File: src/design/afd_pkg.sv
// ----------------------------------------------------------------------------
// afd_pkg: shared types and constants of the fall detector
// Phase encoding, register indexes, threshold and classified-item types.
// ----------------------------------------------------------------------------
package afd_pkg;

	localparam int unsigned AXIS_W  = 13;
	localparam int unsigned TIME_W  = 32;
	localparam int unsigned LEVEL_W = 13;
	localparam int unsigned WIN_W   = 16;
	localparam int unsigned SQ_W    = 25;  // one squared axis, up to 4096^2
	localparam int unsigned MAG_W   = 26;  // sum of three squares, also squared level
	localparam int unsigned CNT_W   = 6;
	localparam int unsigned CODE_W  = 3;
	localparam int unsigned IDX_W   = 3;
	localparam int unsigned WDATA_W = 16;

	localparam logic [CNT_W-1:0] FREEFALL_COUNT = CNT_W'(3);
	localparam logic [CNT_W-1:0] SILENCE_COUNT  = CNT_W'(50);
	localparam logic [CNT_W-1:0] COUNT_MAX      = {CNT_W{1'b1}};

	localparam int unsigned Q_DEPTH = 4;
	localparam int unsigned Q_AW    = $clog2(Q_DEPTH);
	localparam int unsigned Q_CW    = $clog2(Q_DEPTH + 1);

	// squared reset levels
	localparam logic [MAG_W-1:0] FREEFALL_SQ_RST  = MAG_W'(300 * 300);
	localparam logic [MAG_W-1:0] IMPACT_SQ_RST    = MAG_W'(1300 * 1300);
	localparam logic [MAG_W-1:0] REST_LOW_SQ_RST  = MAG_W'(900 * 900);
	localparam logic [MAG_W-1:0] REST_HIGH_SQ_RST = MAG_W'(1100 * 1100);

	localparam logic [WIN_W-1:0] FREEFALL_WIN_RST = WIN_W'(1000);
	localparam logic [WIN_W-1:0] IMPACT_WIN_RST   = WIN_W'(2000);
	localparam logic [WIN_W-1:0] REST_WIN_RST     = WIN_W'(7000);
	localparam logic [WIN_W-1:0] SILENCE_RST      = WIN_W'(10000);

	typedef enum logic [IDX_W-1:0] {
		REG_FREEFALL_LEVEL = 3'd0,
		REG_IMPACT_LEVEL   = 3'd1,
		REG_REST_LOW       = 3'd2,
		REG_REST_HIGH      = 3'd3,
		REG_FREEFALL_WIN   = 3'd4,
		REG_IMPACT_WIN     = 3'd5,
		REG_REST_WIN       = 3'd6,
		REG_SILENCE        = 3'd7
	} afd_reg_t;

	typedef enum logic [4:0] {
		PH_IDLE     = 5'b00001,
		PH_FREEFALL = 5'b00010,
		PH_IMPACT   = 5'b00100,
		PH_REST     = 5'b01000,
		PH_SILENCE  = 5'b10000
	} afd_phase_t;

	localparam logic [CODE_W-1:0] CODE_IDLE     = 3'd0;
	localparam logic [CODE_W-1:0] CODE_FREEFALL = 3'd1;
	localparam logic [CODE_W-1:0] CODE_IMPACT   = 3'd2;
	localparam logic [CODE_W-1:0] CODE_REST     = 3'd3;
	localparam logic [CODE_W-1:0] CODE_SILENCE  = 3'd4;

	typedef struct packed {
		logic [MAG_W-1:0] freefall_sq;
		logic [MAG_W-1:0] impact_sq;
		logic [MAG_W-1:0] rest_low_sq;
		logic [MAG_W-1:0] rest_high_sq;
	} afd_levels_t;

	typedef struct packed {
		logic [WIN_W-1:0] freefall;
		logic [WIN_W-1:0] impact;
		logic [WIN_W-1:0] rest;
		logic [WIN_W-1:0] silence;
	} afd_windows_t;

	// classified item handed from front to back
	typedef struct packed {
		logic              vibrating;
		logic              low;
		logic              hit;
		logic              rest;
		logic [TIME_W-1:0] time_ms;
	} afd_class_t;

	function automatic logic [CODE_W-1:0] phase_code(input afd_phase_t ph);
		logic [CODE_W-1:0] c;
		unique case (ph)
			PH_FREEFALL: c = CODE_FREEFALL;
			PH_IMPACT:   c = CODE_IMPACT;
			PH_REST:     c = CODE_REST;
			PH_SILENCE:  c = CODE_SILENCE;
			default:     c = CODE_IDLE;
		endcase
		return c;
	endfunction

endpackage

File: src/design/afd_if.sv
// ----------------------------------------------------------------------------
// afd_if: stream channels of the fall detector
// Sample channel in, result channel out; valid/ready handshake.
// ----------------------------------------------------------------------------
interface afd_sample_if;
	logic               valid;
	logic               ready;
	logic signed [12:0] accel_x;
	logic signed [12:0] accel_y;
	logic signed [12:0] accel_z;
	logic [31:0]        time_ms;
	logic               vibrating;

	modport source (output valid, accel_x, accel_y, accel_z, time_ms, vibrating,
		input ready);
	modport sink (input valid, accel_x, accel_y, accel_z, time_ms, vibrating,
		output ready);
endinterface

interface afd_result_if;
	logic       valid;
	logic       ready;
	logic       fall_detected;
	logic [2:0] phase_now;

	modport source (output valid, fall_detected, phase_now, input ready);
	modport sink (input valid, fall_detected, phase_now, output ready);
endinterface

File: src/design/afd_cfg.sv
// ----------------------------------------------------------------------------
// afd_cfg: configuration registers
// Levels are squared on write so the datapath compares squared magnitudes.
// ----------------------------------------------------------------------------
module afd_cfg
	import afd_pkg::*;
(
	input  logic               clk,
	input  logic               arst_n,
	input  logic               cfg_we,
	input  logic [IDX_W-1:0]   cfg_index,
	input  logic [WDATA_W-1:0] cfg_wdata,
	output afd_levels_t        levels,
	output afd_windows_t       windows
);

	logic [MAG_W-1:0] lvl_ext;
	logic [MAG_W-1:0] lvl_sq;
	afd_levels_t      levels_q;
	afd_windows_t     windows_q;

	assign lvl_ext = MAG_W'(cfg_wdata[LEVEL_W-1:0]);
	assign lvl_sq  = lvl_ext * lvl_ext;

	always_ff @(posedge clk or negedge arst_n) begin
		if (!arst_n) begin
			levels_q.freefall_sq  <= FREEFALL_SQ_RST;
			levels_q.impact_sq    <= IMPACT_SQ_RST;
			levels_q.rest_low_sq  <= REST_LOW_SQ_RST;
			levels_q.rest_high_sq <= REST_HIGH_SQ_RST;
			windows_q.freefall    <= FREEFALL_WIN_RST;
			windows_q.impact      <= IMPACT_WIN_RST;
			windows_q.rest        <= REST_WIN_RST;
			windows_q.silence     <= SILENCE_RST;
		end else if (cfg_we) begin
			unique case (cfg_index)
				REG_FREEFALL_LEVEL: levels_q.freefall_sq  <= lvl_sq;
				REG_IMPACT_LEVEL:   levels_q.impact_sq    <= lvl_sq;
				REG_REST_LOW:       levels_q.rest_low_sq  <= lvl_sq;
				REG_REST_HIGH:      levels_q.rest_high_sq <= lvl_sq;
				REG_FREEFALL_WIN:   windows_q.freefall    <= cfg_wdata;
				REG_IMPACT_WIN:     windows_q.impact      <= cfg_wdata;
				REG_REST_WIN:       windows_q.rest        <= cfg_wdata;
				REG_SILENCE:        windows_q.silence     <= cfg_wdata;
				default: ;
			endcase
		end
	end

	assign levels  = levels_q;
	assign windows = windows_q;

endmodule

File: src/design/afd_front.sv
// ----------------------------------------------------------------------------
// afd_front: sample intake and classification
// Stage 1 squares the axes, stage 2 sums them; the sum is classified
// against the squared levels as the item is pushed into the queue.
// ----------------------------------------------------------------------------
module afd_front
	import afd_pkg::*;
(
	input  logic        clk,
	input  logic        arst_n,
	afd_sample_if.sink  sample,
	input  afd_levels_t levels,
	input  logic        q_full,
	output logic        q_push,
	output afd_class_t  q_data
);

	logic signed [2*AXIS_W-1:0] prod_x, prod_y, prod_z;
	logic                       v_s1, v_s2;
	logic                       adv_s1, adv_s2;
	logic [SQ_W-1:0]            sq_x_s1, sq_y_s1, sq_z_s1;
	logic [TIME_W-1:0]          time_s1, time_s2;
	logic                       vib_s1, vib_s2;
	logic [MAG_W-1:0]           mag_s2;

	assign prod_x = sample.accel_x * sample.accel_x;
	assign prod_y = sample.accel_y * sample.accel_y;
	assign prod_z = sample.accel_z * sample.accel_z;

	assign q_push       = v_s2 && !q_full;
	assign adv_s2       = !v_s2 || q_push;
	assign adv_s1       = !v_s1 || adv_s2;
	assign sample.ready = adv_s1;

	always_ff @(posedge clk or negedge arst_n) begin
		if (!arst_n) begin
			v_s1 <= 1'b0;
			v_s2 <= 1'b0;
		end else begin
			if (adv_s1) v_s1 <= sample.valid;
			if (adv_s2) v_s2 <= v_s1;
		end
	end

	always_ff @(posedge clk) begin
		if (adv_s1 && sample.valid) begin
			sq_x_s1 <= prod_x[SQ_W-1:0];
			sq_y_s1 <= prod_y[SQ_W-1:0];
			sq_z_s1 <= prod_z[SQ_W-1:0];
			time_s1 <= sample.time_ms;
			vib_s1  <= sample.vibrating;
		end
		if (adv_s2 && v_s1) begin
			mag_s2  <= MAG_W'(sq_x_s1) + MAG_W'(sq_y_s1) + MAG_W'(sq_z_s1);
			time_s2 <= time_s1;
			vib_s2  <= vib_s1;
		end
	end

	always_comb begin
		q_data.vibrating = vib_s2;
		q_data.time_ms   = time_s2;
		q_data.low       = mag_s2 < levels.freefall_sq;
		q_data.hit       = mag_s2 > levels.impact_sq;
		q_data.rest      = (mag_s2 > levels.rest_low_sq) && (mag_s2 < levels.rest_high_sq);
	end

endmodule

File: src/design/afd_queue.sv
// ----------------------------------------------------------------------------
// afd_queue: short queue between front and back
// Holds classified items so either side can stall on its own.
// ----------------------------------------------------------------------------
module afd_queue
	import afd_pkg::*;
(
	input  logic       clk,
	input  logic       arst_n,
	input  logic       push,
	input  afd_class_t push_data,
	output logic       full,
	input  logic       pop,
	output afd_class_t pop_data,
	output logic       empty
);

	afd_class_t       entry_q [Q_DEPTH];
	logic [Q_AW-1:0]  wr_ptr_q, rd_ptr_q;
	logic [Q_CW-1:0]  count_q;

	assign full     = count_q == Q_CW'(Q_DEPTH);
	assign empty    = count_q == '0;
	assign pop_data = entry_q[rd_ptr_q];

	always_ff @(posedge clk or negedge arst_n) begin
		if (!arst_n) begin
			wr_ptr_q <= '0;
			rd_ptr_q <= '0;
			count_q  <= '0;
		end else begin
			if (push) wr_ptr_q <= wr_ptr_q + 1'b1;
			if (pop)  rd_ptr_q <= rd_ptr_q + 1'b1;
			if (push && !pop)      count_q <= count_q + 1'b1;
			else if (pop && !push) count_q <= count_q - 1'b1;
		end
	end

	always_ff @(posedge clk) begin
		if (push) entry_q[wr_ptr_q] <= push_data;
	end

	a_no_overflow: assert property (@(posedge clk) disable iff (!arst_n)
		push |-> !full || pop)
		else $error("afd_queue: push into full queue");

	a_no_underflow: assert property (@(posedge clk) disable iff (!arst_n)
		pop |-> !empty)
		else $error("afd_queue: pop from empty queue");

endmodule

File: src/design/afd_back.sv
// ----------------------------------------------------------------------------
// afd_back: phase sequencer and result register
// Pops one classified item per cycle while the result can move on, steps
// the phase machine and holds the result until it is taken.
// ----------------------------------------------------------------------------
module afd_back
	import afd_pkg::*;
(
	input  logic          clk,
	input  logic          arst_n,
	input  afd_windows_t  windows,
	input  logic          q_empty,
	input  afd_class_t    q_data,
	output logic          q_pop,
	afd_result_if.source  result
);

	afd_phase_t        phase_q, phase_nx;
	logic [CNT_W-1:0]  cnt_q, cnt_nx, cnt_inc, cnt_ff;
	logic [TIME_W-1:0] start_q, start_nx;
	logic [TIME_W-1:0] elapsed;
	logic [WIN_W-1:0]  win_sel;
	logic              expired;
	logic              fall_nx;
	logic              out_adv;
	logic              out_valid_q;
	logic              out_fall_q;
	logic [CODE_W-1:0] out_code_q;

	assign out_adv = !out_valid_q || result.ready;
	assign q_pop   = out_adv && !q_empty;

	assign elapsed = q_data.time_ms - start_q;
	assign cnt_inc = (cnt_q == COUNT_MAX) ? cnt_q : cnt_q + 1'b1;
	assign cnt_ff  = q_data.low ? cnt_inc : cnt_q;

	always_comb begin
		unique case (phase_q)
			PH_FREEFALL: win_sel = windows.freefall;
			PH_IMPACT:   win_sel = windows.impact;
			PH_REST:     win_sel = windows.rest;
			default:     win_sel = windows.silence;
		endcase
	end

	assign expired = elapsed > TIME_W'(win_sel);

	always_comb begin
		phase_nx = phase_q;
		cnt_nx   = cnt_q;
		start_nx = start_q;
		fall_nx  = 1'b0;
		if (!q_data.vibrating) begin
			unique case (phase_q)
				PH_FREEFALL: begin
					if (expired) begin
						phase_nx = PH_IDLE;
					end else begin
						if (!q_data.low) phase_nx = PH_IDLE;
						if (cnt_ff > FREEFALL_COUNT) begin
							cnt_nx   = '0;
							phase_nx = PH_IMPACT;
						end else begin
							cnt_nx = cnt_ff;
						end
					end
				end
				PH_IMPACT: begin
					if (expired)         phase_nx = PH_IDLE;
					else if (q_data.hit) phase_nx = PH_REST;
				end
				PH_REST: begin
					if (expired) begin
						phase_nx = PH_IDLE;
					end else if (q_data.rest) begin
						phase_nx = PH_SILENCE;
						cnt_nx   = CNT_W'(1);
					end
				end
				PH_SILENCE: begin
					if (q_data.rest) begin
						cnt_nx = cnt_inc;
						if (expired || cnt_inc > SILENCE_COUNT) begin
							phase_nx = PH_IDLE;
							fall_nx  = 1'b1;
						end
					end else begin
						start_nx = q_data.time_ms;
						phase_nx = PH_REST;
					end
				end
				default: begin
					// idle, and any stray encoding behaves as idle
					if (q_data.low) begin
						start_nx = q_data.time_ms;
						phase_nx = PH_FREEFALL;
						cnt_nx   = CNT_W'(1);
					end else begin
						phase_nx = PH_IDLE;
					end
				end
			endcase
		end
	end

	always_ff @(posedge clk or negedge arst_n) begin
		if (!arst_n) begin
			phase_q     <= PH_IDLE;
			cnt_q       <= '0;
			start_q     <= '0;
			out_valid_q <= 1'b0;
		end else begin
			if (q_pop) begin
				phase_q <= phase_nx;
				cnt_q   <= cnt_nx;
				start_q <= start_nx;
			end
			if (out_adv) out_valid_q <= !q_empty;
		end
	end

	always_ff @(posedge clk) begin
		if (q_pop) begin
			out_fall_q <= fall_nx;
			out_code_q <= phase_code(phase_nx);
		end
	end

	assign result.valid         = out_valid_q;
	assign result.fall_detected = out_fall_q;
	assign result.phase_now     = out_code_q;

	// a confirmed fall always returns the machine to idle
	a_fall_idle: assert property (@(posedge clk) disable iff (!arst_n)
		out_valid_q && out_fall_q |-> out_code_q == CODE_IDLE)
		else $error("afd_back: fall reported outside idle");

	// an item taken while vibrating leaves the state alone
	a_vib_hold: assert property (@(posedge clk) disable iff (!arst_n)
		q_pop && q_data.vibrating |=> $stable(phase_q) && $stable(cnt_q) && $stable(start_q))
		else $error("afd_back: vibrating item changed state");

	// a stalled result is not overwritten
	a_out_hold: assert property (@(posedge clk) disable iff (!arst_n)
		out_valid_q && !result.ready |=> out_valid_q && $stable(out_fall_q)
			&& $stable(out_code_q))
		else $error("afd_back: pending result lost");

endmodule

File: src/design/accel_fall_detector_core.sv
// ----------------------------------------------------------------------------
// accel_fall_detector_core: accelerometer fall detector
// Threshold free fall / impact / rest detection on squared magnitude.
// ----------------------------------------------------------------------------
// One result item for every sample item, in order. The block sustains one
// sample per clock while results are taken: the front squares and sums the
// axes in two stages, a four-entry queue decouples it from the back, and the
// back steps the phase machine once per item into a result register. An
// accepted sample passes the stage 1 and stage 2 registers, the queue and the
// result register. Levels are squared as they are written, so registers must
// be written only while no item is in flight.
module accel_fall_detector_core
	import afd_pkg::*;
(
	input  logic               clk,
	input  logic               arst_n,
	input  logic               cfg_we,
	input  logic [IDX_W-1:0]   cfg_index,
	input  logic [WDATA_W-1:0] cfg_wdata,
	afd_sample_if.sink         sample,
	afd_result_if.source       result
);

	afd_levels_t  levels;
	afd_windows_t windows;
	logic         q_push, q_pop, q_full, q_empty;
	afd_class_t   q_wdata, q_rdata;

	afd_cfg u_cfg (
		.clk       (clk),
		.arst_n    (arst_n),
		.cfg_we    (cfg_we),
		.cfg_index (cfg_index),
		.cfg_wdata (cfg_wdata),
		.levels    (levels),
		.windows   (windows)
	);

	afd_front u_front (
		.clk    (clk),
		.arst_n (arst_n),
		.sample (sample),
		.levels (levels),
		.q_full (q_full),
		.q_push (q_push),
		.q_data (q_wdata)
	);

	afd_queue u_queue (
		.clk       (clk),
		.arst_n    (arst_n),
		.push      (q_push),
		.push_data (q_wdata),
		.full      (q_full),
		.pop       (q_pop),
		.pop_data  (q_rdata),
		.empty     (q_empty)
	);

	afd_back u_back (
		.clk     (clk),
		.arst_n  (arst_n),
		.windows (windows),
		.q_empty (q_empty),
		.q_data  (q_rdata),
		.q_pop   (q_pop),
		.result  (result)
	);

endmodule
File: src/flat_wrapper.sv
// flat-port wrapper written by rule: the top's interface ports become plain ports
module accel_fall_detector_core_flat import afd_pkg::*;
  (clk, arst_n, cfg_we, cfg_index, cfg_wdata, sample_valid, sample_accel_x, sample_accel_y, sample_accel_z, sample_time_ms, sample_vibrating, sample_ready, result_valid, result_fall_detected, result_phase_now, result_ready);
  afd_sample_if sample_i ();
  afd_result_if result_i ();
  input  logic clk;
  input  logic arst_n;
  input  logic cfg_we;
  input  logic [IDX_W-1:0] cfg_index;
  input  logic [WDATA_W-1:0] cfg_wdata;
  input wire logic [$bits(sample_i.valid)-1:0] sample_valid;
  input wire logic [$bits(sample_i.accel_x)-1:0] sample_accel_x;
  input wire logic [$bits(sample_i.accel_y)-1:0] sample_accel_y;
  input wire logic [$bits(sample_i.accel_z)-1:0] sample_accel_z;
  input wire logic [$bits(sample_i.time_ms)-1:0] sample_time_ms;
  input wire logic [$bits(sample_i.vibrating)-1:0] sample_vibrating;
  output wire logic [$bits(sample_i.ready)-1:0] sample_ready;
  output wire logic [$bits(result_i.valid)-1:0] result_valid;
  output wire logic [$bits(result_i.fall_detected)-1:0] result_fall_detected;
  output wire logic [$bits(result_i.phase_now)-1:0] result_phase_now;
  input wire logic [$bits(result_i.ready)-1:0] result_ready;
  assign sample_i.valid = sample_valid;
  assign sample_i.accel_x = sample_accel_x;
  assign sample_i.accel_y = sample_accel_y;
  assign sample_i.accel_z = sample_accel_z;
  assign sample_i.time_ms = sample_time_ms;
  assign sample_i.vibrating = sample_vibrating;
  assign sample_ready = sample_i.ready;
  assign result_valid = result_i.valid;
  assign result_fall_detected = result_i.fall_detected;
  assign result_phase_now = result_i.phase_now;
  assign result_i.ready = result_ready;
  accel_fall_detector_core u_core (.clk(clk), .arst_n(arst_n), .cfg_we(cfg_we), .cfg_index(cfg_index), .cfg_wdata(cfg_wdata), .sample(sample_i), .result(result_i));
endmodule
File: config.mk
export PLATFORM = sky130hd
export DESIGN_NAME = accel_fall_detector_core_flat
export DESIGN_NICKNAME = d
export VERILOG_FILES = /design/src/design/afd_pkg.sv /design/src/design/afd_if.sv /design/src/design/afd_cfg.sv /design/src/design/afd_front.sv /design/src/design/afd_queue.sv /design/src/design/afd_back.sv /design/src/design/accel_fall_detector_core.sv /design/src/flat_wrapper.sv
export SDC_FILE = /design/constraint.sdc
export NUM_CORES = 2
export LEC_CHECK = 0
export ABC_CLOCK_PERIOD_IN_PS = 8100
export BUFFER_PORTS_ARGS = -buffer_cell sky130_fd_sc_hd__buf_2
export CELL_PAD_IN_SITES_DETAIL_PLACEMENT = 0
export CELL_PAD_IN_SITES_GLOBAL_PLACEMENT = 2
export CORE_MARGIN = 2
export CORE_UTILIZATION = 44
export CTS_CLUSTER_SIZE = 25
export DETAILED_ROUTE_END_ITERATION = 10
export GPL_TIMING_DRIVEN = 0
export PLACE_DENSITY = 0.85
export RECOVER_POWER = 100
export SLEW_MARGIN = 20
export SYNTH_ARGS = -nofsm -noshare
export SYNTH_HDL_FRONTEND = slang
export SYNTH_SLANG_ARGS = --single-unit
File: constraint.sdc
create_clock -name clk -period 8.1 [get_ports clk]
set_input_delay 0.81 -clock clk [delete_from_list [all_inputs] [get_ports clk]]
set_output_delay 0.81 -clock clk [all_outputs]
set_load 0.01 [all_outputs]
Yosys cells after proc, flatten, opt, wreduce, memory -nomap -nowiden
Memory sizes are Yosys's and may differ from the RTL's.
Index checks and enable logic that the tools add are counted.
{"block": "classes", "n_addsub": 8, "n_div": 0, "eq_ne": 22, "muxes": 31, "n_reduce_logical": 35, "n_lt_le_gt_ge": 7, "bitwise": 5, "shifts": 0, "n_mul": 4}
{"op": "13-bit by 13-bit multiplier with 25-bit output", "n": 3}
{"op": "32-bit 2-to-1 mux", "n": 2}
{"op": "32-bit one-hot mux with 2 select lines", "n": 1}
{"op": "26-bit greater-than comparator", "n": 2}
{"op": "26-bit less-than comparator", "n": 2}
{"op": "5-bit 2-to-1 mux", "n": 10}
{"op": "6-bit 2-to-1 mux", "n": 8}
{"op": "16-bit one-hot mux with 3 select lines", "n": 1}
{"op": "32-bit by 16-bit greater-than comparator with 1-bit output", "n": 1}
{"op": "32-bit subtractor", "n": 1}
{"op": "25-bit by 25-bit adder with 26-bit output", "n": 1}
{"op": "26-bit by 25-bit adder with 26-bit output", "n": 1}
{"op": "13-bit by 13-bit multiplier with 26-bit output", "n": 1}
{"op": "6-bit one-hot mux with 4 select lines", "n": 1}
{"op": "5-bit one-hot mux with 4 select lines", "n": 1}
{"op": "2-bit AND reduction", "n": 8}
{"op": "3-bit == test (second input constant)", "n": 5}
{"op": "3-bit one-hot mux with 4 select lines", "n": 1}
{"op": "5-bit by 2-bit == test with 1-bit output (second input constant)", "n": 2}
{"op": "5-bit by 3-bit == test with 1-bit output (second input constant)", "n": 2}
{"op": "5-bit by 4-bit == test with 1-bit output (second input constant)", "n": 2}
{"op": "5-bit == test (second input constant)", "n": 2}
{"op": "8-bit AND reduction", "n": 1}
{"op": "1-bit logical AND", "n": 7}
{"op": "other kinds (22)", "n": 46}
{"block": "word_totals", "mem_bits_rw": 144, "output_inout_bits": 6, "latch_bits": 0, "mem_bits_ro": 0, "elab_cells": 140, "in_bits": 96, "memories": 1, "reg_bits": 392}
{"memory": "u_core.u_queue.entry_q", "depth": 4, "width": 36, "read_ports": 1, "rd_ports_with_merged_regs": 0, "write_ports": 1, "line_no": "afd_queue.sv:18", "text": "afd_class_t entry_q [Q_DEPTH];"}

Longest topological paths before layout
{"block": "depth", "ltp_word": 10, "mapped_depth": 28, "ltp_nobuf": 26}

Hierarchy
From an unflattened synthesis, not the netlist that was laid out.
{"block": "unflattened", "cells_unflattened": 4522, "area_unflattened_um2": 47545.6}
{"mod": "afd_front", "area_per_inst_um2": 25617.1, "cells_per_inst": 2468, "seq_area_each_um2": 4974.8, "instances": 1}
{"mod": "afd_cfg", "area_per_inst_um2": 11184.5, "cells_per_inst": 1142, "seq_area_each_um2": 4176.5, "instances": 1}
{"mod": "afd_queue", "area_per_inst_um2": 5604.1, "cells_per_inst": 222, "seq_area_each_um2": 4499.3, "instances": 1}
{"mod": "afd_back", "area_per_inst_um2": 5139.9, "cells_per_inst": 690, "seq_area_each_um2": 1222.4, "instances": 1}

Least setup slack after synthesis
Ideal clock, no wire load.
{"block": "synth_timing", "path_type": "input to register", "from": "input sample_accel_y[6]", "to": "register u_core.u_front.sq_y_s1[21], data pin", "slack_ns": 1.570, "t_required_ns": 7.842, "path_buffers": 1, "setup_ns": 0.258, "cell_stages": 24, "t_arrival_ns": 6.272, "cell_sequence": "clkbuf_1 > nand2_1 > fa_1 > inv_1 > fa_1 > fa_1 > inv_1 > fa_1 > fa_1 > inv_1 > ha_1 > ha_1 > a21oi_1 > o21bai_1 > a21oi_1 > o21bai_1 > a21oi_1 > o21ai_0 > o41a_1 > a21oi_1 > nor2b_1 > o21ai_0 > nor2b_1 > xnor2_1"}
{"block": "synth_between", "elab_chain_len": 1}
{"element": "start, declared", "line_no": "flat_wrapper.sv:13", "text": "input wire logic [$bits(sample_i.accel_y)-1:0] sample_accel_y;"}
{"element": "13-bit by 13-bit multiplier with 25-bit output", "line_no": "afd_front.sv:27", "text": "assign prod_y = sample.accel_y * sample.accel_y;"}
{"element": "named net u_core.u_front.prod_y[21]", "line_no": "afd_front.sv:18", "text": "logic signed [2*AXIS_W-1:0] prod_x, prod_y, prod_z;"}
{"element": "end signal, assigned", "line_no": "afd_front.sv:48", "text": "sq_y_s1 <= prod_y[SQ_W-1:0];"}
{"element": "end, declared", "line_no": "afd_front.sv:21", "text": "logic [SQ_W-1:0] sq_x_s1, sq_y_s1, sq_z_s1;"}
The timed path passes the listed nets, and every way through them passes these cells.
A chain may end at the register's enable or synchronous reset.

Worst setup path after layout
{"block": "layout_timing", "from": "input cfg_wdata[2]", "to": "register u_core.u_cfg.levels_q (netlist bit u_core.u_cfg.levels[76])"}
{"block": "layout_between", "elab_chain_len": 1}
{"element": "start, declared", "line_no": "flat_wrapper.sv:10", "text": "input logic [WDATA_W-1:0] cfg_wdata;"}
{"element": "13-bit by 13-bit multiplier with 26-bit output", "line_no": "afd_cfg.sv:23", "text": "assign lvl_sq = lvl_ext * lvl_ext;"}
{"element": "end, declared", "line_no": "afd_cfg.sv:19", "text": "afd_levels_t levels_q;"}
Every way passes these cells.

==> summary.md <==
| Metric | Value |
|---|---|
| Reg2Reg Depth | `25` |
| Root buffer cell | `clkbuf_16` |
| Vias per inst | `5.07` |
| Type of the most critical hold path | `in2reg` |
| End of the critical path | `u_core.u_cfg.levels[76]` |
| Cell variety after synth | `80` |
| Slowest stage cell on the critical path | `fa_1` |
| Routability cong. | `0.832` |
| Share of cells above drive strength 1 | `8.84%` |
| RSZ-0062 raised after global routing | `false` |
| Startpoint Class | `primary input` |
| IO buf count | `100` |
| Postcts setup bufs | `0` |
| CTS hold repair buffers | `0` |
| M1 WL | `45,800 um` |
| R2r setup slk | `0.63 ns` |
| Post-Route WL | `101,000 um` |
| Most frequent cells in the layout | `inv_1 (707), fa_1 (543), ha_1 (439), nand2_1 (330), edfxtp_1 (312)` |
| Fin. Hold Viols | `0` |
| Critical Path End Type | `flop` |
| Die Height | `326 um` |
| Util after Layout | `48.4%` |
| Nets | `5,338` |
| Worst Tran Pin Value | `4.65 ns` |
| Reg2reg start | `u_core.u_queue.rd_ptr_q[0]` |
| Layout fillers | `9,455` |
| Synth-to-Final Area Change | `9.27%` |
| Slew headroom | `-210%` |
| Cell Area, Synth | `0.0458 sq mm` |
| Worst Path Arrival | `8.12 ns` |
| Fin. max-slew vios | `304` |
| Final period utilization | `94.5%` |
| Clock latency on the worst-skew pair | `0.64 ns` |
| Metal2 WL | `50,100 um` |
| Placed cell count | `5,582` |
| Final setup fails | `0` |
| Total grt overflow | `0` |
| 1st-iter DRT viols | `1,463` |
| H-tree levels | `2` |
| Most used cell, CP | `fa_1` |
| Number of enable flip-flop cells after synthesis | `312` |
| Row cnt | `118` |
| Max stage delay on crit path | `0.57 ns` |
| Vias in the first global route | `30,900` |
| Initial DRT Pass Iterations | `5` |
| Max Buffers Root-to-Sink | `3` |
| Capture point of the worst reg-to-reg path | `u_core.u_back.result.phase_now[1]` |
| Violated checks | `capacitance limit, slew limit` |
| Die span in x | `326 um` |
| WS Path Type | `in2reg` |
| Most common cell after layout, fill and taps aside | `inv_1` |
| Setup Skew | `0.0472 ns` |
| Routed via count | `28,900` |
| Worst Min Path Start | `sample_time_ms[18]` |
| Tmin final | `7.66 ns` |
| Synth Warn # | `0` |
| Worst setup startpoint | `cfg_wdata[2]` |
| First-pass GRT wire length | `167,000 um` |
| Critical path required time | `8.56 ns` |
| Max-cap violations | `7` |
| Mean post-synth cell area | `11.2 sq um` |
| Starting Density | `44.3%` |
| Seq/Total Area, Yosys | `32.5%` |
| WL met3 | `3360 um` |
| Routed wire length per instance | `17.8 um` |
| Crit-path cells | `clkbuf_1 -> clkbuf_1 -> and2_0 -> fa_1 -> fa_1 -> inv_1 -> fa_1 -> inv_1 -> fa_1 -> fa_1 -> ha_1 -> o21a_1 -> o21ai_0 -> a21oi_1 -> o21a_1 -> o31ai_1 -> a21oi_1 -> a41o_1 -> o41ai_1 -> o21bai_1 -> a21oi_1 -> xor2_1 -> o21ai_0` |
| Top Layer Used | `met4` |
| CTS tree | `yes` |
| Clk sinks | `529` |
| # DRC | `0` |
| CTS Buf Count | `56` |
| Post-route cell area | `0.0500 sq mm` |
| Post-synth top flop | `edfxtp_1` |
| Fmax | `0.131 GHz` |
| Die Area | `0.107 sq mm` |
| Crit-path max FO | `10` |
| Fin cells | `5,689` |
| Antenna violations before repair | `1` |
| Ports | `102` |
| Placeable Area | `0.103 sq mm` |
| Async SR Flop Fraction | `41.0%` |
| Setup TNS | `0 ns` |
| Seq cells post-synth | `529` |
| Largest net degree at the start of global routing | `96` |
| Post-route ant nets | `0` |
| Status | `finished, violations left` |
| Synth Instances | `4,091` |
| Detail Placement HPWL | `81,700 um` |
| Placed cell areas | `0.0483 sq mm` |
| Clock transition at path regs | `0.06 ns` |
| GRT Util Overall | `19.7%` |
[sequential cells by signal (all words and copies together), names as in the netlist, 2 cells and up]
name                            count
u_core.u_front.mag_s2              26
u_core.u_queue.entry_q            144
u_core.u_front.time_s1             32
u_core.u_back.phase_q               5
u_core.u_front.time_s2             32
u_core.u_cfg.windows               64
u_core.u_cfg.levels               100
u_core.u_back.result.phase_now      3
u_core.u_queue.count_q              3
u_core.u_back.cnt_q                 6
u_core.u_front.sq_z_s1             24
u_core.u_back.start_q              32
u_core.u_queue.wr_ptr_q             2
u_core.u_queue.rd_ptr_q             2
u_core.u_front.sq_y_s1             24
u_core.u_front.sq_x_s1             24
[critical path, delay by kind of cell]
| family | cells | cell delay, ns |
|---|---|---|
| fa+ha+maj | 6 | 2.84 |
| compound gates | 11 | 2.58 |
| buf+inv | 4 | 1.04 |
| xor+xnor | 1 | 0.53 |
| simple gates | 1 | 0.31 |
[per-layer routing]
metal	vias up	global-route usage (%)
li1	13900	-
met5	-	0
met3	111	2.42
met2	422	33.8
met4	0	4.25
met1	14400	26.9
[synth_stat cells (all sizes together) (23+ instances only)]
| cell type | count | area share [%] |
|---|---|---|
| o21a | 28 | 0.46 |
| edfxtp | 312 | 20 |
| fa | 543 | 24 |
| and2 | 179 | 2.4 |
| dfrtp | 158 | 8.6 |
| nor2b | 47 | 0.65 |
| and3 | 25 | 0.34 |
| xnor2 | 101 | 1.9 |
| ha | 439 | 12 |
| a21oi | 138 | 1.5 |
| o21ai | 179 | 2.0 |
| nand2 | 330 | 2.7 |
| o21bai | 24 | 0.39 |
| dfstp | 59 | 3.4 |
| nand4 | 23 | 0.31 |
| xor2 | 60 | 1.1 |
| mux2 | 102 | 2.5 |
| clkbuf | 101 | 0.83 |
| nand2b | 51 | 0.70 |
| inv | 707 | 5.8 |
| nor3 | 34 | 0.37 |
| nor2 | 114 | 0.94 |
| nand3 | 37 | 0.40 |
| a21o | 69 | 1.1 |
| mux4 | 35 | 1.7 |
[per-stage QoR]
step	hold slack, ns	worst slack [ns]
2_1_floorplan	0.400	1.57
3_3_place_gp	0.400	0.0744
3_5_place_dp	0.405	0.0399
4_1_cts	0.0445	0.320
5_1_grt	0.299	0.0144
6_report	0.339	0.442
[logic make-up (layout without fill, tap and decap cells)]
family                     after synthesis  after routing  share of synthesized area (%)
DFF                                    529            529                           32.5
buffers and inverters                  821           1036                           6.74
other                                    1              4                        0.00820
muxes                                  143            143                           4.36
and+or+nand+nor                        892            892                           9.69
xor gates and xnor gates               161            161                           3.08
AOI/OAI and AO/OA                      562            562                           7.85
adders and majority gates              982            982                           35.8
[area by class of cell]
| cell class | count | area (sq um) | area share, % |
|---|---|---|---|
| repair buffers | 109 | 515 | 1.03 |
| plain buffers | 114 | 430 | 0.861 |
| well taps | 1380 | 1730 | 3.45 |
| inverters | 707 | 2650 | 5.31 |
| multi-input cells | 2743 | 27800 | 55.6 |
| diodes | 1 | 2.50 | 0.00501 |
| flip-flops and latches | 529 | 14900 | 29.8 |
| clock inverters | 35 | 484 | 0.969 |
| clock buffers | 71 | 1500 | 3.00 |
[what timing repair did]
item	in CTS	in global routing
hold endpoints to repair	0	0
endpoints found under the setup margin	0	4
resized for setup	0	2
[how the worst min path moves through the flow]
stage               cells after the start                          to
floorplan                               0   u_core.u_front.time_s2[0]
CTS                                     1   u_core.u_back.start_q[20]
global placement                        0  u_core.u_front.time_s2[23]
detailed placement                      0   u_core.u_front.time_s2[1]
finish                                  1  u_core.u_front.time_s1[18]
global route                            1  u_core.u_front.time_s1[24]
Power is left out: the tool's default activity adds up to more than one toggle a clock period on the data nets, which glitch-free logic cannot reach.
